<file path="config.mk">
export PLATFORM = sky130hd
export DESIGN_NAME = key_event_to_ascii_queue_unit
export DESIGN_NICKNAME = d
export VERILOG_FILES = /design/src/hdl/keq_pkg.sv /design/src/hdl/keq_front.sv /design/src/hdl/keq_cmd_fifo.sv /design/src/hdl/keq_back.sv /design/src/hdl/key_event_to_ascii_queue_unit.sv
export SDC_FILE = /design/constraint.sdc
export NUM_CORES = 2
export LEC_CHECK = 0
export BUFFER_PORTS_ARGS = -buffer_cell sky130_fd_sc_hd__buf_2
export CELL_PAD_IN_SITES_DETAIL_PLACEMENT = 1
export CELL_PAD_IN_SITES_GLOBAL_PLACEMENT = 2
export CORE_ASPECT_RATIO = 0.75
export CORE_UTILIZATION = 44
export CTS_CLUSTER_DIAMETER = 200
export DETAILED_ROUTE_END_ITERATION = 6
export GPL_TIMING_DRIVEN = 0
export MAX_ROUTING_LAYER = met4
export PLACE_DENSITY_LB_ADDON = 0.15
export SLEW_MARGIN = 20
export SYNTH_ARGS = -nofsm -noshare
export SYNTH_HDL_FRONTEND = slang
export SYNTH_HIERARCHICAL = 1
export SYNTH_SLANG_ARGS = --single-unit
</file>
<file path="constraint.sdc">
create_clock -name clk -period 9.53 [get_ports clk]
set_clock_uncertainty 0.2 [all_clocks]
set_input_delay 0.953 -clock clk [delete_from_list [all_inputs] [get_ports clk]]
set_output_delay 0.953 -clock clk [all_outputs]
set_load 0.05 [all_outputs]
</file>
<file path="src/hdl/keq_pkg.sv">
`timescale 1ns / 1ps
// ----------------------------------------------------------------------------
// keq_pkg
// Types, key codes and the US layout table shared by the key event queue.
// ----------------------------------------------------------------------------
package keq_pkg;

    // request types
    localparam logic [1:0] REQ_PRESS   = 2'd0;
    localparam logic [1:0] REQ_RELEASE = 2'd1;
    localparam logic [1:0] REQ_READ    = 2'd2;

    // special key codes
    localparam logic [7:0] KEY_LSHIFT = 8'h80;
    localparam logic [7:0] KEY_RSHIFT = 8'h8b;
    localparam logic [7:0] KEY_LCTRL  = 8'ha0;
    localparam logic [7:0] KEY_RCTRL  = 8'ha7;
    localparam logic [7:0] KEY_LALT   = 8'ha2;
    localparam logic [7:0] KEY_RALT   = 8'ha4;
    localparam logic [7:0] KEY_CAPS   = 8'h60;

    localparam logic [6:0] CTRL_MASK = 7'h1f;

    // modifier bit positions
    localparam int MB_LSHIFT = 0;
    localparam int MB_RSHIFT = 1;
    localparam int MB_LCTRL  = 2;
    localparam int MB_RCTRL  = 3;
    localparam int MB_LALT   = 4;
    localparam int MB_RALT   = 5;
    localparam int MB_CAPS   = 6;

    // command queue between front and back
    localparam int CMDQ_DEPTH = 2;
    localparam int CMDQ_AW    = 1;

    typedef struct packed {
        logic [1:0] req_type;
        logic [7:0] key_code;
        logic [6:0] read_count;
    } req_t;

    typedef struct packed {
        logic [6:0] char_out;
        logic       has_char;
        logic       last_of_run;
        logic [8:0] level_after;
    } res_t;

    typedef struct packed {
        logic       is_read;
        logic [6:0] ch;
        logic [6:0] count;
    } cmd_t;

    function automatic logic [6:0] mod_of_key(input logic [7:0] key);
        logic [6:0] m;
        begin
            m = '0;
            case (key)
                KEY_LSHIFT: m[MB_LSHIFT] = 1'b1;
                KEY_RSHIFT: m[MB_RSHIFT] = 1'b1;
                KEY_LCTRL:  m[MB_LCTRL]  = 1'b1;
                KEY_RCTRL:  m[MB_RCTRL]  = 1'b1;
                KEY_LALT:   m[MB_LALT]   = 1'b1;
                KEY_RALT:   m[MB_RALT]   = 1'b1;
                default:    m = '0;
            endcase
            return m;
        end
    endfunction

    // two-layer layout table, zero for unmapped keys
    function automatic logic [6:0] layout_char(input logic layer, input logic [7:0] key);
        logic [6:0] ch;
        begin
            ch = '0;
            case (key)
                8'h20: ch = layer ? 7'h7e : 7'h60;
                8'h21: ch = layer ? 7'h21 : 7'h31;
                8'h22: ch = layer ? 7'h40 : 7'h32;
                8'h23: ch = layer ? 7'h23 : 7'h33;
                8'h24: ch = layer ? 7'h24 : 7'h34;
                8'h25: ch = layer ? 7'h25 : 7'h35;
                8'h26: ch = layer ? 7'h5e : 7'h36;
                8'h27: ch = layer ? 7'h26 : 7'h37;
                8'h28: ch = layer ? 7'h2a : 7'h38;
                8'h29: ch = layer ? 7'h28 : 7'h39;
                8'h2a: ch = layer ? 7'h29 : 7'h30;
                8'h2b: ch = layer ? 7'h5f : 7'h2d;
                8'h2c: ch = layer ? 7'h2b : 7'h3d;
                8'h2d: ch = 7'h08;
                8'h32: ch = 7'h2f;
                8'h33: ch = 7'h2a;
                8'h34: ch = 7'h2d;
                8'h40: ch = 7'h09;
                8'h41: ch = layer ? 7'h51 : 7'h71;
                8'h42: ch = layer ? 7'h57 : 7'h77;
                8'h43: ch = layer ? 7'h45 : 7'h65;
                8'h44: ch = layer ? 7'h52 : 7'h72;
                8'h45: ch = layer ? 7'h54 : 7'h74;
                8'h46: ch = layer ? 7'h59 : 7'h79;
                8'h47: ch = layer ? 7'h55 : 7'h75;
                8'h48: ch = layer ? 7'h49 : 7'h69;
                8'h49: ch = layer ? 7'h4f : 7'h6f;
                8'h4a: ch = layer ? 7'h50 : 7'h70;
                8'h4b: ch = layer ? 7'h7b : 7'h5b;
                8'h4c: ch = layer ? 7'h7d : 7'h5d;
                8'h4d: ch = layer ? 7'h7c : 7'h5c;
                8'h51: ch = 7'h37;
                8'h52: ch = 7'h38;
                8'h53: ch = 7'h39;
                8'h54: ch = 7'h2b;
                8'h61: ch = layer ? 7'h41 : 7'h61;
                8'h62: ch = layer ? 7'h53 : 7'h73;
                8'h63: ch = layer ? 7'h44 : 7'h64;
                8'h64: ch = layer ? 7'h46 : 7'h66;
                8'h65: ch = layer ? 7'h47 : 7'h67;
                8'h66: ch = layer ? 7'h48 : 7'h68;
                8'h67: ch = layer ? 7'h4a : 7'h6a;
                8'h68: ch = layer ? 7'h4b : 7'h6b;
                8'h69: ch = layer ? 7'h4c : 7'h6c;
                8'h6a: ch = layer ? 7'h3a : 7'h3b;
                8'h6b: ch = layer ? 7'h22 : 7'h27;
                8'h6c: ch = 7'h0a;
                8'h6d: ch = 7'h34;
                8'h6e: ch = 7'h35;
                8'h6f: ch = 7'h36;
                8'h81: ch = layer ? 7'h5a : 7'h7a;
                8'h82: ch = layer ? 7'h58 : 7'h78;
                8'h83: ch = layer ? 7'h43 : 7'h63;
                8'h84: ch = layer ? 7'h56 : 7'h76;
                8'h85: ch = layer ? 7'h42 : 7'h62;
                8'h86: ch = layer ? 7'h4e : 7'h6e;
                8'h87: ch = layer ? 7'h4d : 7'h6d;
                8'h88: ch = layer ? 7'h3c : 7'h2c;
                8'h89: ch = layer ? 7'h3e : 7'h2e;
                8'h8a: ch = layer ? 7'h3f : 7'h2f;
                8'h8d: ch = 7'h31;
                8'h8e: ch = 7'h32;
                8'h8f: ch = 7'h33;
                8'h90: ch = 7'h0a;
                8'ha3: ch = 7'h20;
                8'hab: ch = 7'h30;
                8'hac: ch = 7'h2e;
                default: ch = '0;
            endcase
            return ch;
        end
    endfunction

endpackage

</file>
<file path="src/hdl/keq_front.sv">
`timescale 1ns / 1ps
// ----------------------------------------------------------------------------
// keq_front
// Accepts requests, tracks modifier keys and turns presses into characters.
// ----------------------------------------------------------------------------
module keq_front (
    input  logic          clk,
    input  logic          rst_n,
    input  logic          req_valid,
    output logic          req_ready,
    input  keq_pkg::req_t req,
    input  logic          cmd_full,
    output logic          cmd_push,
    output keq_pkg::cmd_t cmd
);
    import keq_pkg::*;

    logic [6:0] mod_reg;
    logic [6:0] mod_next;
    logic [6:0] key_mod;
    logic       layer;
    logic [6:0] rom_ch;
    logic       accept;

    assign req_ready = !cmd_full;
    assign accept    = req_valid && req_ready;
    assign key_mod   = mod_of_key(req.key_code);
    assign layer     = (mod_reg[MB_LSHIFT] | mod_reg[MB_RSHIFT]) ^ mod_reg[MB_CAPS];
    assign rom_ch    = layout_char(layer, req.key_code);

    always_comb
    begin
        mod_next    = mod_reg;
        cmd_push    = 1'b0;
        cmd.is_read = 1'b0;
        cmd.ch      = (mod_reg[MB_LCTRL] | mod_reg[MB_RCTRL]) ? (rom_ch & CTRL_MASK) : rom_ch;
        cmd.count   = req.read_count;
        if (accept)
        begin
            unique case (req.req_type)
                REQ_PRESS:
                begin
                    if (key_mod != '0)
                        mod_next = mod_reg | key_mod;
                    else if (req.key_code == KEY_CAPS)
                        mod_next[MB_CAPS] = ~mod_reg[MB_CAPS];
                    else if (rom_ch != '0)
                        cmd_push = 1'b1;
                end
                REQ_RELEASE:
                begin
                    mod_next = mod_reg & ~key_mod;
                end
                REQ_READ:
                begin
                    cmd_push    = 1'b1;
                    cmd.is_read = 1'b1;
                end
                default:
                begin
                    mod_next = mod_reg;
                end
            endcase
        end
    end

    always_ff @(posedge clk or negedge rst_n)
    begin
        if (!rst_n)
            mod_reg <= '0;
        else
            mod_reg <= mod_next;
    end

endmodule

</file>
<file path="src/hdl/keq_cmd_fifo.sv">
`timescale 1ns / 1ps
// ----------------------------------------------------------------------------
// keq_cmd_fifo
// Short command queue that decouples the front from the back.
// ----------------------------------------------------------------------------
module keq_cmd_fifo (
    input  logic          clk,
    input  logic          rst_n,
    input  logic          push,
    input  keq_pkg::cmd_t push_cmd,
    output logic          full,
    input  logic          pop,
    output logic          head_valid,
    output keq_pkg::cmd_t head_cmd
);
    import keq_pkg::*;

    localparam int CW = $clog2(CMDQ_DEPTH + 1);

    cmd_t               entry_reg [CMDQ_DEPTH];
    logic [CMDQ_AW-1:0] wr_ptr_reg;
    logic [CMDQ_AW-1:0] wr_ptr_next;
    logic [CMDQ_AW-1:0] rd_ptr_reg;
    logic [CMDQ_AW-1:0] rd_ptr_next;
    logic [CW-1:0]      count_reg;
    logic [CW-1:0]      count_next;
    logic               do_push;
    logic               do_pop;

    assign full       = (count_reg == CW'(CMDQ_DEPTH));
    assign head_valid = (count_reg != '0);
    assign head_cmd   = entry_reg[rd_ptr_reg];
    assign do_push    = push && !full;
    assign do_pop     = pop && head_valid;

    always_comb
    begin
        wr_ptr_next = wr_ptr_reg;
        rd_ptr_next = rd_ptr_reg;
        count_next  = count_reg;
        if (do_push)
            wr_ptr_next = (wr_ptr_reg == CMDQ_AW'(CMDQ_DEPTH - 1)) ? '0 : wr_ptr_reg + 1'b1;
        if (do_pop)
            rd_ptr_next = (rd_ptr_reg == CMDQ_AW'(CMDQ_DEPTH - 1)) ? '0 : rd_ptr_reg + 1'b1;
        if (do_push && !do_pop)
            count_next = count_reg + 1'b1;
        else if (do_pop && !do_push)
            count_next = count_reg - 1'b1;
    end

    always_ff @(posedge clk or negedge rst_n)
    begin
        if (!rst_n)
        begin
            wr_ptr_reg <= '0;
            rd_ptr_reg <= '0;
            count_reg  <= '0;
        end
        else
        begin
            wr_ptr_reg <= wr_ptr_next;
            rd_ptr_reg <= rd_ptr_next;
            count_reg  <= count_next;
        end
    end

    always_ff @(posedge clk)
    begin
        if (do_push)
            entry_reg[wr_ptr_reg] <= push_cmd;
    end

endmodule

</file>
<file path="src/hdl/keq_back.sv">
`timescale 1ns / 1ps
// ----------------------------------------------------------------------------
// keq_back
// Character queue: stores pushed characters and pops them for read commands.
// ----------------------------------------------------------------------------
module keq_back #(
    parameter int QUEUE_DEPTH = 256,
    parameter int MAX_READ    = 64
) (
    input  logic          clk,
    input  logic          rst_n,
    input  logic          cmd_valid,
    input  keq_pkg::cmd_t cmd,
    output logic          cmd_pop,
    output logic          res_valid,
    input  logic          res_ready,
    output keq_pkg::res_t res
);
    import keq_pkg::*;

    localparam int AW  = $clog2(QUEUE_DEPTH);
    localparam int LW  = $clog2(QUEUE_DEPTH + 1);
    localparam int RW  = $clog2(MAX_READ + 1);
    localparam int CPW = (LW > RW) ? LW : RW;

    localparam logic ST_IDLE = 1'b0;
    localparam logic ST_READ = 1'b1;

    logic [6:0]    mem [QUEUE_DEPTH];
    logic [6:0]    mem_q_reg;

    logic          state_reg;
    logic          state_next;
    logic [AW-1:0] rp_reg;
    logic [AW-1:0] rp_next;
    logic [AW-1:0] wp_reg;
    logic [AW-1:0] wp_next;
    logic [LW-1:0] fill_reg;
    logic [LW-1:0] fill_next;
    logic [RW-1:0] rem_reg;
    logic [RW-1:0] rem_next;

    logic          out_valid_reg;
    logic          out_valid_next;
    logic          out_has_reg;
    logic          out_has_next;
    logic          out_last_reg;
    logic          out_last_next;
    logic [LW-1:0] out_level_reg;
    logic [LW-1:0] out_level_next;

    logic          slot_free;
    logic          mem_we;
    logic          mem_re;
    logic [RW-1:0] cnt_sat;
    logic [RW-1:0] n_pop;
    logic [AW-1:0] rp_inc;
    logic [AW-1:0] wp_inc;
    logic [LW+8:0] level_ext;

    assign slot_free = !out_valid_reg || res_ready;
    assign rp_inc    = (rp_reg == AW'(QUEUE_DEPTH - 1)) ? '0 : rp_reg + 1'b1;
    assign wp_inc    = (wp_reg == AW'(QUEUE_DEPTH - 1)) ? '0 : wp_reg + 1'b1;
    assign cnt_sat   = (cmd.count > 7'(MAX_READ)) ? RW'(MAX_READ) : RW'(cmd.count);
    assign n_pop     = (CPW'(cnt_sat) < CPW'(fill_reg)) ? cnt_sat : RW'(fill_reg);

    always_comb
    begin
        state_next     = state_reg;
        rp_next        = rp_reg;
        wp_next        = wp_reg;
        fill_next      = fill_reg;
        rem_next       = rem_reg;
        out_valid_next = out_valid_reg && !res_ready;
        out_has_next   = out_has_reg;
        out_last_next  = out_last_reg;
        out_level_next = out_level_reg;
        cmd_pop        = 1'b0;
        mem_we         = 1'b0;
        mem_re         = 1'b0;
        unique case (state_reg)
            ST_IDLE:
            begin
                if (cmd_valid)
                begin
                    if (!cmd.is_read)
                    begin
                        cmd_pop = 1'b1;
                        mem_we  = 1'b1;
                        wp_next = wp_inc;
                        // full queue drops its oldest character
                        if (fill_reg == LW'(QUEUE_DEPTH))
                            rp_next = rp_inc;
                        else
                            fill_next = fill_reg + 1'b1;
                    end
                    else if (n_pop == '0)
                    begin
                        if (slot_free)
                        begin
                            cmd_pop        = 1'b1;
                            out_valid_next = 1'b1;
                            out_has_next   = 1'b0;
                            out_last_next  = 1'b1;
                            out_level_next = fill_reg;
                        end
                    end
                    else
                    begin
                        cmd_pop    = 1'b1;
                        rem_next   = n_pop;
                        state_next = ST_READ;
                    end
                end
            end
            ST_READ:
            begin
                if (slot_free)
                begin
                    mem_re         = 1'b1;
                    rp_next        = rp_inc;
                    fill_next      = fill_reg - 1'b1;
                    rem_next       = rem_reg - 1'b1;
                    out_valid_next = 1'b1;
                    out_has_next   = 1'b1;
                    out_last_next  = (rem_reg == RW'(1));
                    out_level_next = fill_reg - 1'b1;
                    if (rem_reg == RW'(1))
                        state_next = ST_IDLE;
                end
            end
            default:
            begin
                state_next = ST_IDLE;
            end
        endcase
    end

    always_ff @(posedge clk or negedge rst_n)
    begin
        if (!rst_n)
        begin
            state_reg     <= ST_IDLE;
            rp_reg        <= '0;
            wp_reg        <= '0;
            fill_reg      <= '0;
            rem_reg       <= '0;
            out_valid_reg <= 1'b0;
        end
        else
        begin
            state_reg     <= state_next;
            rp_reg        <= rp_next;
            wp_reg        <= wp_next;
            fill_reg      <= fill_next;
            rem_reg       <= rem_next;
            out_valid_reg <= out_valid_next;
        end
    end

    always_ff @(posedge clk)
    begin
        out_has_reg   <= out_has_next;
        out_last_reg  <= out_last_next;
        out_level_reg <= out_level_next;
    end

    // character store with registered read, read data feeds the result
    always_ff @(posedge clk)
    begin
        if (mem_we)
            mem[wp_reg] <= cmd.ch;
        if (mem_re)
            mem_q_reg <= mem[rp_reg];
    end

    assign level_ext       = {9'd0, out_level_reg};
    assign res_valid       = out_valid_reg;
    assign res.char_out    = out_has_reg ? mem_q_reg : 7'd0;
    assign res.has_char    = out_has_reg;
    assign res.last_of_run = out_last_reg;
    assign res.level_after = level_ext[8:0];

endmodule

</file>
<file path="src/hdl/key_event_to_ascii_queue_unit.sv">
`timescale 1ns / 1ps
// ----------------------------------------------------------------------------
// key_event_to_ascii_queue_unit
// Key press and release events to ASCII, queued and popped on read requests.
// ----------------------------------------------------------------------------
// The front takes one request per cycle while its two-entry command queue has
// room: modifier and caps lock keys update state there, and a mapped press or
// a read becomes a command. The back runs one command at a time: a character
// push and an empty read end in the idle state; other reads go to the read
// state, where the single read port of the character store pops one character
// per cycle while the output slot is free. Results leave through an output
// register, so pops continue at full rate while the consumer keeps ready high.
module key_event_to_ascii_queue_unit #(
    parameter int QUEUE_DEPTH = 256,
    parameter int MAX_READ    = 64
) (
    input  logic          clk,
    input  logic          rst_n,
    input  logic          req_valid,
    output logic          req_ready,
    input  keq_pkg::req_t req,
    output logic          res_valid,
    input  logic          res_ready,
    output keq_pkg::res_t res
);
    import keq_pkg::*;

    logic cmd_full;
    logic cmd_push;
    cmd_t front_cmd;
    logic cmd_pop;
    logic head_valid;
    cmd_t head_cmd;

    keq_front u_front (
        .clk       (clk),
        .rst_n     (rst_n),
        .req_valid (req_valid),
        .req_ready (req_ready),
        .req       (req),
        .cmd_full  (cmd_full),
        .cmd_push  (cmd_push),
        .cmd       (front_cmd)
    );

    keq_cmd_fifo u_cmd_fifo (
        .clk        (clk),
        .rst_n      (rst_n),
        .push       (cmd_push),
        .push_cmd   (front_cmd),
        .full       (cmd_full),
        .pop        (cmd_pop),
        .head_valid (head_valid),
        .head_cmd   (head_cmd)
    );

    keq_back #(
        .QUEUE_DEPTH (QUEUE_DEPTH),
        .MAX_READ    (MAX_READ)
    ) u_back (
        .clk       (clk),
        .rst_n     (rst_n),
        .cmd_valid (head_valid),
        .cmd       (head_cmd),
        .cmd_pop   (cmd_pop),
        .res_valid (res_valid),
        .res_ready (res_ready),
        .res       (res)
    );

    // an empty read always closes its run
    a_empty_is_last: assert property (@(posedge clk) disable iff (!rst_n)
        (res_valid && !res.has_char) |-> res.last_of_run)
        else $error("empty read result without last_of_run");

    // no character value leaks onto an empty result
    a_empty_no_char: assert property (@(posedge clk) disable iff (!rst_n)
        (res_valid && !res.has_char) |-> (res.char_out == 7'd0))
        else $error("empty read result carries a character");

    // after a pop the queue can never be full
    a_pop_level: assert property (@(posedge clk) disable iff (!rst_n)
        (res_valid && res.has_char) |->
            ((QUEUE_DEPTH >= 512) || (res.level_after < 9'(QUEUE_DEPTH))))
        else $error("level after pop out of range");

    // a command is only popped while one is queued
    a_pop_needs_cmd: assert property (@(posedge clk) disable iff (!rst_n)
        cmd_pop |-> head_valid)
        else $error("command popped from an empty queue");

endmodule

</file>
**After elaboration in Yosys (flattened, before gate mapping)**

Memory sizes are Yosys's and may differ from the RTL's. A register that Yosys moved wholly into a read port is not among the register bits.
Cells that the tools add are included.

- Flip-flop bits (word level): 56
- Bits in writable memories: 1822
- Input port bits: 21
- Output and inout port bits: 20
- Memories: 2

- Add/subtract/negate cells: 9
- $lt $le $gt $ge: 2
- Eq/ne operators: 92
- Muxes and demuxes: 130
- Bitwise logic cells: 9
- Reduce and logical (&&, ||, !) cells: 27

Memory list:

| name | words | width | read ports | clocked after Yosys merged registers in | wr ports | RTL line | RTL |
|---|---|---|---|---|---|---|---|
| u_back.mem | 256 | 7 | 1 | 1 | 1 | keq_back.sv:29 | `logic [6:0] mem [QUEUE_DEPTH];` |
| u_cmd_fifo.entry_reg | 2 | 15 | 1 | 0 | 1 | keq_cmd_fifo.sv:20 | `cmd_t entry_reg [CMDQ_DEPTH];` |

Operator list:

| kind | number |
|---|---|
| $pmux 7 s66 | 1 |
| $eq 8x7->1 const B | 34 |
| $eq 8x8->1 const B | 25 |
| $mux 6 | 30 |
| $eq 8x6->1 const B | 17 |
| $mux 7 | 11 |
| $mux 9 | 8 |
| $mux 5 | 13 |
| $mux 1 | 48 |
| $mux 8 | 6 |
| $pmux 9 s2 | 2 |
| $pmux 7 s2 | 2 |
| $add 8x1->8 const B | 2 |
| $pmux 8 s2 | 1 |
| $reduce_bool 7->1 | 2 |
| $reduce_and 4->1 | 3 |
| $ne 2x1->1 const B | 5 |
| $ne 2x2->1 const B | 5 |
| $pmux 1 s2 | 5 |
| $add 9x1->9 const B | 1 |
| $eq 9x9->1 const B | 1 |
| $lt 7x9->1 | 1 |
| $reduce_and 3->1 | 3 |
| $sub 9x1->9 const B | 1 |
| other kinds (25) | 42 |

**Longest topological paths before layout**

- Depth in word-level cells: 15
- Gate-level depth with buffers: 16
- Gate-level depth less buffers: 14

**Modules after synthesis**

The synthesis kept the hierarchy.

Modules (own cells, without submodules):

| module | instances | cells an instance | area an instance (um^2) | seq. area each (um^2) |
|---|---|---|---|---|
| keq_back | 1 | 3615 | 73559.3 | 55202.9 |
| keq_front | 1 | 300 | 1935.6 | 125.1 |
| keq_cmd_fifo | 1 | 66 | 1335.0 | 1001.0 |

**Worst setup path before layout**

OpenSTA, ideal clock, no wires.

- Kind: input to register
- Start: input port req[13] (netlist bit)
- End: memory u_cmd_fifo/entry_reg[0][0] (netlist bit), enable pin
- Setup time: 0.386 ns
- Data arrival time: 2.968 ns
- Data required time: 8.944 ns
- Slack: 5.976 ns
- Stages on the path: 8
- Path buffers: 1
- Path through: buf_6 > or4bb_1 > o2bb2a_1 > nor2_1 > or4_4 > o31a_1 > nand2_1 > nor2_1

- Word-level cells in the longest chain between the ends: 12

Ends and longest elaborated chain:

| what | RTL line | RTL |
|---|---|---|
| start: declaration | key_event_to_ascii_queue_unit.sv:21 | `input keq_pkg::req_t req,` |
| $eq 8x7->1 or $eq 8x8->1 (tied branches) | keq_pkg.sv:78 | `case (key)` |
| $reduce_or 2->1 (no line) | -- |  |
| $pmux 7 s66 | keq_pkg.sv:78 |  |
| $reduce_bool 7->1 | keq_front.sv:47 | `else if (rom_ch != '0)` |
| $mux 1 | keq_front.sv:47 |  |
| $mux 1 | keq_front.sv:45 | `else if (req.key_code == KEY_CAPS)` |
| $mux 1 (*) | keq_front.sv:43 | `if (key_mod != '0)` |
| $pmux 1 s2 (*) | keq_front.sv:40 | `unique case (req.req_type)` |
| $mux 1 (*) | keq_front.sv:38 | `if (accept)` |
| net cmd_push | key_event_to_ascii_queue_unit.sv:29 | `logic cmd_push;` |
| $logic_and 1x1->1 (*) | keq_cmd_fifo.sv:33 | `assign do_push = push && !full;` |
| $mux 1 (*) | keq_cmd_fifo.sv:69 | `if (do_push)` |
| $mux 1 (not written as such) (*) | keq_cmd_fifo.sv:70 | `entry_reg[wr_ptr_reg] <= push_cmd;` |
| end: declaration | keq_cmd_fifo.sv:20 |  |

The timed path passes the listed nets; every way through them passes the cells marked *.

==> results.yml <==
setup_path:
  worst_path_max_delay_cell: "nor4_1"
  cp_top_family: "buffers and inverters"
  cp.arrival_ns: 6.43
  critPathLaunchType: "register"
  worstSetupPathType: "register to register"
  worst_path_most_repeated_cell: "buf_2"
  crit_buf_inv: 5
  crit_path_max_fanout: 11
  cpPeakStageDelay_ns: 0.94
  worstPathCellList: "buf_2 -> buf_2 -> buf_2 -> buf_2 -> buf_2 -> mux4_1 -> a22oi_1 -> a21oi_1 -> nor4_1 -> nor3_1"
  worstPathRequired_ns: 9.88
  end_kind: "register"
placed_design:
  place.detailed.hpwl_um: 208000
  place_congestion: 0.964
  io_buffers: 32
  place_area_um2: 80900
finish:
  fillers: 15664
  fin_nets: 4278
  drive_gt1_share_pct: 19.8
  largest_register_ffs: 1792
  final_area_um2: 87000
  syn_to_final_growth_pct: 13.2
status:
  status: "completed"
routing:
  drc: 0
  wl_per_cell_um: 46.8
  ant_nets: 0
  drt-total-wl_um: 313000
  vias: 46229
  via_per_inst: 6.91
  drtIter0Drc: 8559
  dr.pass1.iters: 6
sta:
  hold_viol: 0
  maxSlewViolCount: 0
  slew_headroom_pct: 17.1
  fin_setup_tns_ns: 0
  post-route-period-util_pct: 63.8
  fmax_mhz: 165
  rsz0062_at_grt: "no"
  fin_crit_ns: 6.08
  setup_viol: 0
  whs_ns: 0.105
  worst_slew_pin_slew_ns: 1.24
synthesis:
  synth_top_area_cell: "edfxtp_1"
  ys_async_sr_fraction_pct: 2.28
  synthTopCellsByArea: "edfxtp_1, mux4_2, mux4_1"
  ys_seq_area_share_pct: 73.3
  ys_types: 98
  syn_nets: 4021
  syn_area_um2: 76800
  ys_ff_latch: 1883
  synth_common_cells: "edfxtp_1, nor2_1, mux4_2"
  yosysWarnings: 6
  yosysMostFrequentCell: "edfxtp_1"
  ys.flop_type: "edfxtp_1"
  synth_edf_count: 1840
  syn_area_per_cell_um2: 19.3
  synthCells: 3981
  synth_top_area_share_pct: 71.9
clocking:
  insertion_delay_ns: 0.85
  cts_max_path_buffers: 3
  cts_repair_resize_count: 0
  clk_pin_slew_ns: 0.07
  numCtsBuffers: 184
  cts_tree: "yes"
  clockRootBuffer: "clkbuf_16"
  clock_sinks: 1883
  cts_max_level: 4
floorplanning:
  initial_core_util_pct: 44.4
  die_h_um: 364
  rows: 132
  die_x_um: 485
  core_um2: 173000
  ios: 41
  dieArea_um2: 176000
power_and_ir_drop:
  p_leak_nw: 28.0
  p_per_area_nw_per_um2: 308
  power_mw: 26.8
  vdd.ir_drop.worst_mv: 0.193
grt:
  grtUsageTotal_pct: 36.5
  grt_pass1_vias: 42857
  grt_pass1_wl_um: 408000
  grt_max_degree: 117
  grt_overflow: 0
  antenna_found_initial: 36
hold_path:
  hold_path_class: "input pin to register"
job:
  cap_violations: 0
## layout make-up
class | count | area (um^2) | share of cell area, %
Antenna cell | 14 | 35.0 | 0.0403
Buffer | 263 | 2110 | 2.43
Clock buffer | 227 | 4890 | 5.62
Clock inverter | 118 | 1070 | 1.23
Inverter | 29 | 109 | 0.125
Multi-Input combinational cell | 1806 | 18500 | 21.2
Sequential cell | 1883 | 56300 | 64.8
Tap cell | 2278 | 2850 | 3.28
Timing Repair Buffer | 71 | 1110 | 1.28
## cell families after synthesis
group,share of synthesized area [%]
flip-flops,73.3
AND/OR/NAND/NOR,4.04
multiplexers,14.7
AO/OA/AOI/OAI,4.39
buffers and inverters,2.83
XOR/XNOR,0.445
adder cells (fa/ha/maj),0.309
## where the power goes
group	switching (mW)	leakage (nW)	internal, mW	total, mW
Sequential	0.0711	17.1	9.84	9.91
Combinational	6.95	7.96	2.61	9.55
Clock	3.28	2.92	4.07	7.35
Total	10.3	28.0	16.5	26.8
## routing by layer
metal	GRT usage [%]	part of all wire, %	routed length, um	up-vias
li1	-	-	-	16957
met1	52.4	41	128000	25289
met2	48.9	41	129000	3402
met3	10.9	14	42400	581
met4	13.0	4.1	12700	0
met5	-	0	0	-
## per-stage QoR
step	setup WS [ns]	utilization, %	cells
6_report	3.45	50.2	6689
5_1_grt	3.65	50.2	6680
4_1_cts	3.75	50.2	6674
3_5_place_dp	3.76	46.8	6328
3_3_place_gp	3.15	46.1	6291
2_1_floorplan	5.98	-	3981
## worst paths after layout
check	endpoint	startpoint	depth (start not counted)	slack (ns)
worst min register to register	u_cmd_fifo/count_reg[1]$_DFFE_PN0P_	u_cmd_fifo/count_reg[1]$_DFFE_PN0P_	1	0.30
max in group asynchronous	u_back/fill_reg[7]$_DFFE_PN0P_	rst_n	2	8.03
min in group asynchronous	asynchronous set/reset pin	rst_n	2	0.55
worst min-delay path	u_cmd_fifo/entry_reg[1][2]$_DFFE_PP_	req[2]	1	0.11
worst max-delay path	u_back/mem_q_reg[2]$_DFFE_PP_	u_back/rp_reg[1]$_DFFE_PN0P_	10	3.45
worst max register to register	u_back/mem_q_reg[2]$_DFFE_PP_	u_back/rp_reg[1]$_DFFE_PN0P_	10	3.45
## cells in the final DEF, fill, tap and decap left out, drive strengths merged, types with 6 or more instances in the layout
| cell type | count |
|---|---|
| o31ai | 7 |
| buf | 211 |
| clkbuf | 348 |
| dfrtp | 43 |
| nor3 | 30 |
| ha | 19 |
| a22oi | 76 |
| a211oi | 29 |
| bufinv | 15 |
| o221ai | 21 |
| o22ai | 42 |
| mux4 | 390 |
| or2 | 7 |
| o21ai | 68 |
| a31oi | 21 |
| nor4 | 11 |
| nor2 | 338 |
| mux2i | 181 |
| nor3b | 8 |
| nand4 | 20 |
| a221oi | 41 |
| a2111oi | 12 |
| diode | 14 |
| edfxtp | 1840 |
| mux2 | 20 |
| xor2 | 10 |
| nand2 | 115 |
| o21a | 6 |
| a21o | 7 |
| and2 | 15 |
| xnor2 | 29 |
| nand2b | 14 |
| inv | 38 |
| a21oi | 95 |
| or3 | 7 |
| nor2b | 27 |
| o211ai | 8 |
| clkinv | 90 |
| a22o | 9 |
| nand3 | 45 |
## what timing repair did
item	CTS	global route
hold buffers	1	0
hold endpoints to repair	16	0
setup buffers	0	0
Power figures use the tool's default switching activity.
